<file path="src/mrc_pkg.sv">
// Shared types, constants and the CRC-16 byte update for the Modbus RTU response checker.
`default_nettype none

package mrc_pkg;

    localparam int MAX_FRAME = 256;
    localparam int CNT_W = $clog2(MAX_FRAME + 1);

    localparam logic [15:0] CRC_INIT = 16'hFFFF;
    localparam logic [15:0] CRC_POLY = 16'hA001;
    localparam logic [7:0] EXC_FLAG = 8'h80;

    typedef enum logic [1:0] {
        ST_OK    = 2'd0,
        ST_SHORT = 2'd1,
        ST_CRC   = 2'd2,
        ST_EXC   = 2'd3
    } status_t;

    typedef struct packed {
        status_t     status;
        logic [7:0]  function_code;
        logic [7:0]  exception_code;
        logic [8:0]  frame_length;
        logic [15:0] computed_crc;
    } result_t;

    function automatic logic [15:0] crc_feed(input logic [15:0] crc_in, input logic [7:0] b);
        logic [15:0] crc;
        crc = crc_in ^ {8'h00, b};
        for (int k = 0; k < 8; k++) begin
            if (crc[0]) begin
                crc = (crc >> 1) ^ CRC_POLY;
            end else begin
                crc = crc >> 1;
            end
        end
        return crc;
    endfunction

endpackage

`default_nettype wire

</file>
<file path="src/mrc_frame_tracker.sv">
// Per-frame state (CRC, delay line, byte count, header bytes) and the end-of-frame verdict.
`default_nettype none

module mrc_frame_tracker
    import mrc_pkg::*;
(
    input  wire logic       clk,
    input  wire logic       rst_n,
    input  wire logic       advance,
    input  wire logic [7:0] byte_in,
    input  wire logic       last_in,
    output result_t         result
);

    logic [15:0]      crc_reg, crc_next;
    logic [7:0]       d0_reg, d0_next;
    logic [7:0]       d1_reg, d1_next;
    logic [CNT_W-1:0] count_reg, count_next;
    logic [7:0]       func_reg, func_next;
    logic [7:0]       code_reg, code_next;
    logic [15:0]      rx_crc;
    status_t          status;

    always_comb
    begin
        crc_next = (count_reg >= CNT_W'(2)) ? crc_feed(crc_reg, d1_reg) : crc_reg;
        d1_next = d0_reg;
        d0_next = byte_in;
        func_next = (count_reg == CNT_W'(1)) ? byte_in : func_reg;
        code_next = (count_reg == CNT_W'(2)) ? byte_in : code_reg;
        count_next = (count_reg < CNT_W'(MAX_FRAME)) ? count_reg + CNT_W'(1)
                                                     : CNT_W'(MAX_FRAME);
        rx_crc = {byte_in, d0_reg};

        if (count_next < CNT_W'(4)) begin
            status = ST_SHORT;
        end else if (rx_crc != crc_next) begin
            status = ST_CRC;
        end else if (count_next >= CNT_W'(5) && (func_next & EXC_FLAG) != 8'h00) begin
            status = ST_EXC;
        end else begin
            status = ST_OK;
        end

        result.status = status;
        result.function_code = (count_next >= CNT_W'(2)) ? func_next : 8'h00;
        result.exception_code = (count_next >= CNT_W'(3)) ? code_next : 8'h00;
        result.frame_length = 9'(count_next);
        result.computed_crc = crc_next;
    end

    always_ff @(posedge clk or negedge rst_n)
    begin
        if (!rst_n) begin
            crc_reg <= CRC_INIT;
            d0_reg <= 8'h00;
            d1_reg <= 8'h00;
            count_reg <= '0;
            func_reg <= 8'h00;
            code_reg <= 8'h00;
        end else if (advance) begin
            if (last_in) begin
                crc_reg <= CRC_INIT;
                d0_reg <= 8'h00;
                d1_reg <= 8'h00;
                count_reg <= '0;
                func_reg <= 8'h00;
                code_reg <= 8'h00;
            end else begin
                crc_reg <= crc_next;
                d0_reg <= d0_next;
                d1_reg <= d1_next;
                count_reg <= count_next;
                func_reg <= func_next;
                code_reg <= code_next;
            end
        end
    end

endmodule

`default_nettype wire

</file>
<file path="src/mrc_result_reg.sv">
// Output register holding one verdict until the receiver takes it.
`default_nettype none

module mrc_result_reg
    import mrc_pkg::*;
(
    input  wire logic    clk,
    input  wire logic    rst_n,
    input  wire logic    load,
    input  wire result_t result_in,
    output logic         space,
    output logic         out_valid,
    input  wire logic    out_ready,
    output result_t      result_out
);

    logic    valid_reg, valid_next;
    result_t data_reg;

    assign space = !valid_reg || out_ready;

    always_comb
    begin
        valid_next = valid_reg;
        if (load) begin
            valid_next = 1'b1;
        end else if (out_ready) begin
            valid_next = 1'b0;
        end
    end

    always_ff @(posedge clk or negedge rst_n)
    begin
        if (!rst_n) begin
            valid_reg <= 1'b0;
        end else begin
            valid_reg <= valid_next;
        end
    end

    always_ff @(posedge clk)
    begin
        if (load) begin
            data_reg <= result_in;
        end
    end

    assign out_valid = valid_reg;
    assign result_out = data_reg;

endmodule

`default_nettype wire

</file>
<file path="src/modbus_rtu_response_checker_unit.sv">
// Top level of the Modbus RTU response checker: input register, frame tracker, result register.
//
// Usage: frame bytes arrive on the input channel (in_valid/in_ready, rx_byte, last), one byte
// per transaction in wire order, with last set on the final byte of the frame. Each frame gives
// exactly one verdict transaction on the output channel (out_valid/out_ready) carrying status,
// function_code, exception_code, frame_length and computed_crc. Bytes without last give nothing.
// Throughput is one byte per cycle unless a final byte waits for room: the CRC-16 update of one
// byte is eight unrolled shift steps between the input register and the result register. A
// final byte is loaded from the input register into the result register, raising out_valid.
// The CRC covers all bytes except the trailing two, which are compared little-endian
// against it.
// Reset clears the frame state (CRC to 0xFFFF, count and header bytes to zero) and empties both
// registers. While the receiver stalls, the verdict holds in the result register; bytes that are
// not final keep flowing, and a final byte waits in the input register until the result
// register has room, with in_ready held low for as long as it waits.
`default_nettype none

module modbus_rtu_response_checker_unit
    import mrc_pkg::*;
(
    input  wire logic        clk,
    input  wire logic        rst_n,
    input  wire logic        in_valid,
    output logic             in_ready,
    input  wire logic [7:0]  rx_byte,
    input  wire logic        last,
    output logic             out_valid,
    input  wire logic        out_ready,
    output logic [1:0]       status,
    output logic [7:0]       function_code,
    output logic [7:0]       exception_code,
    output logic [8:0]       frame_length,
    output logic [15:0]      computed_crc
);

    logic       hold_valid_reg, hold_valid_next;
    logic [7:0] hold_byte_reg;
    logic       hold_last_reg;
    logic       space;
    logic       advance;
    logic       load;
    result_t    verdict;
    result_t    result_out;

    assign advance = hold_valid_reg && (!hold_last_reg || space);
    assign load = advance && hold_last_reg;
    assign in_ready = !hold_valid_reg || advance;

    always_comb
    begin
        hold_valid_next = hold_valid_reg;
        if (in_valid && in_ready) begin
            hold_valid_next = 1'b1;
        end else if (advance) begin
            hold_valid_next = 1'b0;
        end
    end

    always_ff @(posedge clk or negedge rst_n)
    begin
        if (!rst_n) begin
            hold_valid_reg <= 1'b0;
        end else begin
            hold_valid_reg <= hold_valid_next;
        end
    end

    always_ff @(posedge clk)
    begin
        if (in_valid && in_ready) begin
            hold_byte_reg <= rx_byte;
            hold_last_reg <= last;
        end
    end

    mrc_frame_tracker u_tracker (
        .clk     (clk),
        .rst_n   (rst_n),
        .advance (advance),
        .byte_in (hold_byte_reg),
        .last_in (hold_last_reg),
        .result  (verdict)
    );

    mrc_result_reg u_result (
        .clk        (clk),
        .rst_n      (rst_n),
        .load       (load),
        .result_in  (verdict),
        .space      (space),
        .out_valid  (out_valid),
        .out_ready  (out_ready),
        .result_out (result_out)
    );

    assign status = result_out.status;
    assign function_code = result_out.function_code;
    assign exception_code = result_out.exception_code;
    assign frame_length = result_out.frame_length;
    assign computed_crc = result_out.computed_crc;

    a_verdict_follows: assert property (@(posedge clk) disable iff (!rst_n)
        load |=> out_valid)
        else $error("Final byte did not produce a verdict.");

    a_no_overwrite: assert property (@(posedge clk) disable iff (!rst_n)
        out_valid && !out_ready |-> !load)
        else $error("Verdict overwritten while the receiver stalls.");

    a_final_blocks: assert property (@(posedge clk) disable iff (!rst_n)
        hold_valid_reg && hold_last_reg && out_valid && !out_ready |-> !in_ready)
        else $error("Input accepted while a final byte is blocked.");

    a_ok_length: assert property (@(posedge clk) disable iff (!rst_n)
        out_valid && (status == ST_OK || status == ST_CRC) |-> frame_length >= 9'd4)
        else $error("Checked verdict on a frame shorter than four bytes.");

endmodule

`default_nettype wire

</file>
<file path="config.mk">
export PLATFORM = sky130hd
export DESIGN_NAME = modbus_rtu_response_checker_unit
export DESIGN_NICKNAME = d
export VERILOG_FILES = /design/src/mrc_pkg.sv /design/src/mrc_frame_tracker.sv /design/src/mrc_result_reg.sv /design/src/modbus_rtu_response_checker_unit.sv
export SDC_FILE = /design/constraint.sdc
export NUM_CORES = 1
export LEC_CHECK = 0
export BUFFER_PORTS_ARGS = -buffer_cell sky130_fd_sc_hd__buf_2
export CAP_MARGIN = 20
export CORE_MARGIN = 3
export CORE_UTILIZATION = 40
export DETAILED_ROUTE_END_ITERATION = 8
export PLACE_DENSITY = 0.57
export RECOVER_POWER = 100
export SETUP_SLACK_MARGIN = 0.1
export SYNTH_ARGS = -nofsm -noshare
export SYNTH_HDL_FRONTEND = slang
export SYNTH_SLANG_ARGS = --single-unit
</file>
<file path="constraint.sdc">
create_clock -name clk -period 2.4 [get_ports clk]
set_input_delay 0 -clock clk [delete_from_list [all_inputs] [get_ports clk]]
set_output_delay 0 -clock clk [all_outputs]
set_load 0.05 [all_outputs]
</file>
==> results.md <==
* I/O pin count at 58
* Mapped cell area at 5140 um2
* H-tree depth at 3
* Core area at 12300 um2
* TritonRoute pass-1 iters at 4
* Yosys top cell by area: edfxtp_1
* CP Max Fanout at 8
* R2R Setup Slk at 0.02 ns
* Post-synth EDFFs at 52
* Fin crit share at 99.2%
* Status: finished clean
* Root buffer cell: clkbuf_16
* Die width at 119 um
* Initial core utilization at 41.8%
* Worst hold margin at 0.348 ns
* Layout Skew at 0.0146 ns
* Cell Count, Final, Fillers Out at 766
* CTS tree: yes
* Count of cell types in the netlist at 49
* Area delta synth->final at 29.6%
* Die Span Y at 119 um
* CTS Buf Count at 9
* Peak VDD IR at 0.000492 V
* PortBufs at 57
* Crit. End Element: flop
* Top cells by area, synth: edfxtp_1 (30%), dfrtp_1 (21%), dfstp_2 (8.2%)
* Synth warn at 0
* ANT nets after route at 0
* Vias in the first global route at 3768
* Crit Path Class: flop to flop
* Max cap viols at 0
* Clock Path Buffers at 2
* FFs w/ async S/R, synth at 53.2%
* Synth top area share at 30.4%
* WP data required at 2.51 ns
* Clock Latency Late Sink at 0.36 ns
* Register area share after synthesis at 59.4%
* Fillcell total at 1132
* Post-synthesis register bit count at 111
* Largest net degree at the start of global routing at 43
* Flip-flop count of the largest register after layout at 43
* Clock transition at the registers of the reported paths at 0.08 ns
* Avg Cell Area, Syn at 11.1 um2
* Aggregate global routing overflow at 0
* Critical Path AT at 2.50 ns
* Pins Over Slew Limit at 0
* Dpl ws at -0.120 ns
* Diodes inserted at 0
* Most common cell in the netlist: nand2_1
* Worst slew pin tran at 1.12 ns
* # clock sinks at 111
* RSZ-0062 raised after global routing: true
* Routed WL at 13200 um
* Cells after synthesis at 465
* DIE AREA at 14300 um2
* GRT Util Overall at 19.2%
* Endpoints failing setup at 0
* Power per cell area at 1140 nW/um2
* Endpoints failing hold at 0
* Reg2Reg Depth at 11
* Fmax at 420 MHz
* Final setup margin at 0.0181 ns
* Net count, final at 609
* Drc violations at 0
* Row Count at 40
* Vias per std cell at 5.02
* Initial antenna violation count at 0
* Post-synth top cells: nand2_1 (90), edfxtp_1 (52), dfrtp_1 (43)
* Layout cell share with drive strength beyond 1 at 24.7%
* Syn nets at 481
* Most used flip-flop cell after synthesis: edfxtp_1
* Max-Slew Margin vs Limit at 25.4%
* Post-layout minimum cycle time at 2.38 ns
* DR WL/cell at 17.2 um
* First DRT Iteration DRCs at 270
* Leakage at 0.00269 uW
* CP Launch Type: flop
* Hpwl dp at 9130 um
* Pwr Total at 7620 uW
* Hold Crit Class: primary input to flop
* Vias at 3842
* Hold path depth at 2
* First-pass GRT wire length at 20800 um
* Placed instance count at 728
* Routability cong. at 0.891
final cells by class:
cell class	count	area [um2]	share of cell area, %
Timing Repair Buffer	134	848	12.7
Multi-Input combinational cell	322	2210	33.2
Clock inverter	6	43.8	0.657
Inverter	15	56.3	0.844
Tap cell	168	210	3.15
Clock buffer	10	239	3.58
Sequential cell	111	3060	45.9
what timing repair did:
item | 4_1_cts | 5_1_grt
pin swaps | 8 | 18
buffers inserted | 5 | 4
endpoints found under the setup margin | 19 | 22
hold buffers | 13 | 0
gates resized for setup | 27 | 37
endpoints found under the hold margin | 28 | 0
cell usage in the layout, fill, tap and decap left out, drive strengths merged, types with 2 or more instances in the layout:
master        n
nor2         36
a21o          2
nor4          3
ha            3
o21ai        34
xor2         13
nand2b       10
or3           2
inv          15
dfrtp        43
clkinv        6
and3          4
a21oi        28
nand3b       11
edfxtp       52
xnor2        30
nor3          3
buf          62
mux2i        12
a22o          3
nand4         3
and2          4
dlygate4sd3  13
nand3         8
a31oi         2
o22a          5
a22oi         3
xnor3         3
clkbuf       69
dfstp        16
nand2        90
cells by family after synthesis:
group	after synthesis	synth area share [%]
simple gates	178	16.1
flops	111	59.4
compound gates	82	9.27
xor+xnor	47	9.70
buf+inv	32	2.48
mux	12	2.33
fa+ha+maj	3	0.730
where the power goes:
group | internal [uW] | total (uW) | switching, uW
clock network | 737 | 1440 | 701
logic | 1610 | 3480 | 1870
registers | 2450 | 2700 | 252
worst max-delay path: stages, from the launching register on:
cell and delay (ns):
dfrtp_1 0.40, buf_6 0.14, ha_1 0.23, buf_6 0.14
nand3_4 0.08, nor2_4 0.04, nor4bb_2 0.28, nand4b_1 0.19
or2_4 0.31, a21oi_4 0.14, buf_12 0.16, a21oi_4 0.04
per-stage QoR:
step	util (%)	setup TNS, ns	cell area, um2
final	54.2	0	6670
after global routing	54.2	-0.936	6670
after CTS	53.5	0	6590
after detailed placement	48.8	-1.03	6010
after global placement	48.8	-0.330	6010
after floorplan	-	0	5160
path summary, 6_finish.rpt:
check | start | endpoint
worst max-delay path | u_tracker.count_reg[1] | u_result.result_out[28]
worst min-delay path | rx_byte[2] | hold_byte_reg[2]
worst max register to register | u_tracker.count_reg[1] | u_result.result_out[28]
worst min register to register | u_tracker.code_reg[6] | u_tracker.code_reg[6]
max in group asynchronous | rst_n | u_tracker.count_reg[8]
min in group asynchronous | rst_n | u_tracker.d1_reg[0]
metal layers:
layer	vias up	track usage (%)	routed length [um]
met3	7	3.70	708
met4	0	5.37	138
li1	1849	-	-
met1	1890	27.2	5960
met5	-	0	0
met2	96	30.2	6390
Note: power is estimated with default switching activity, not from simulation.
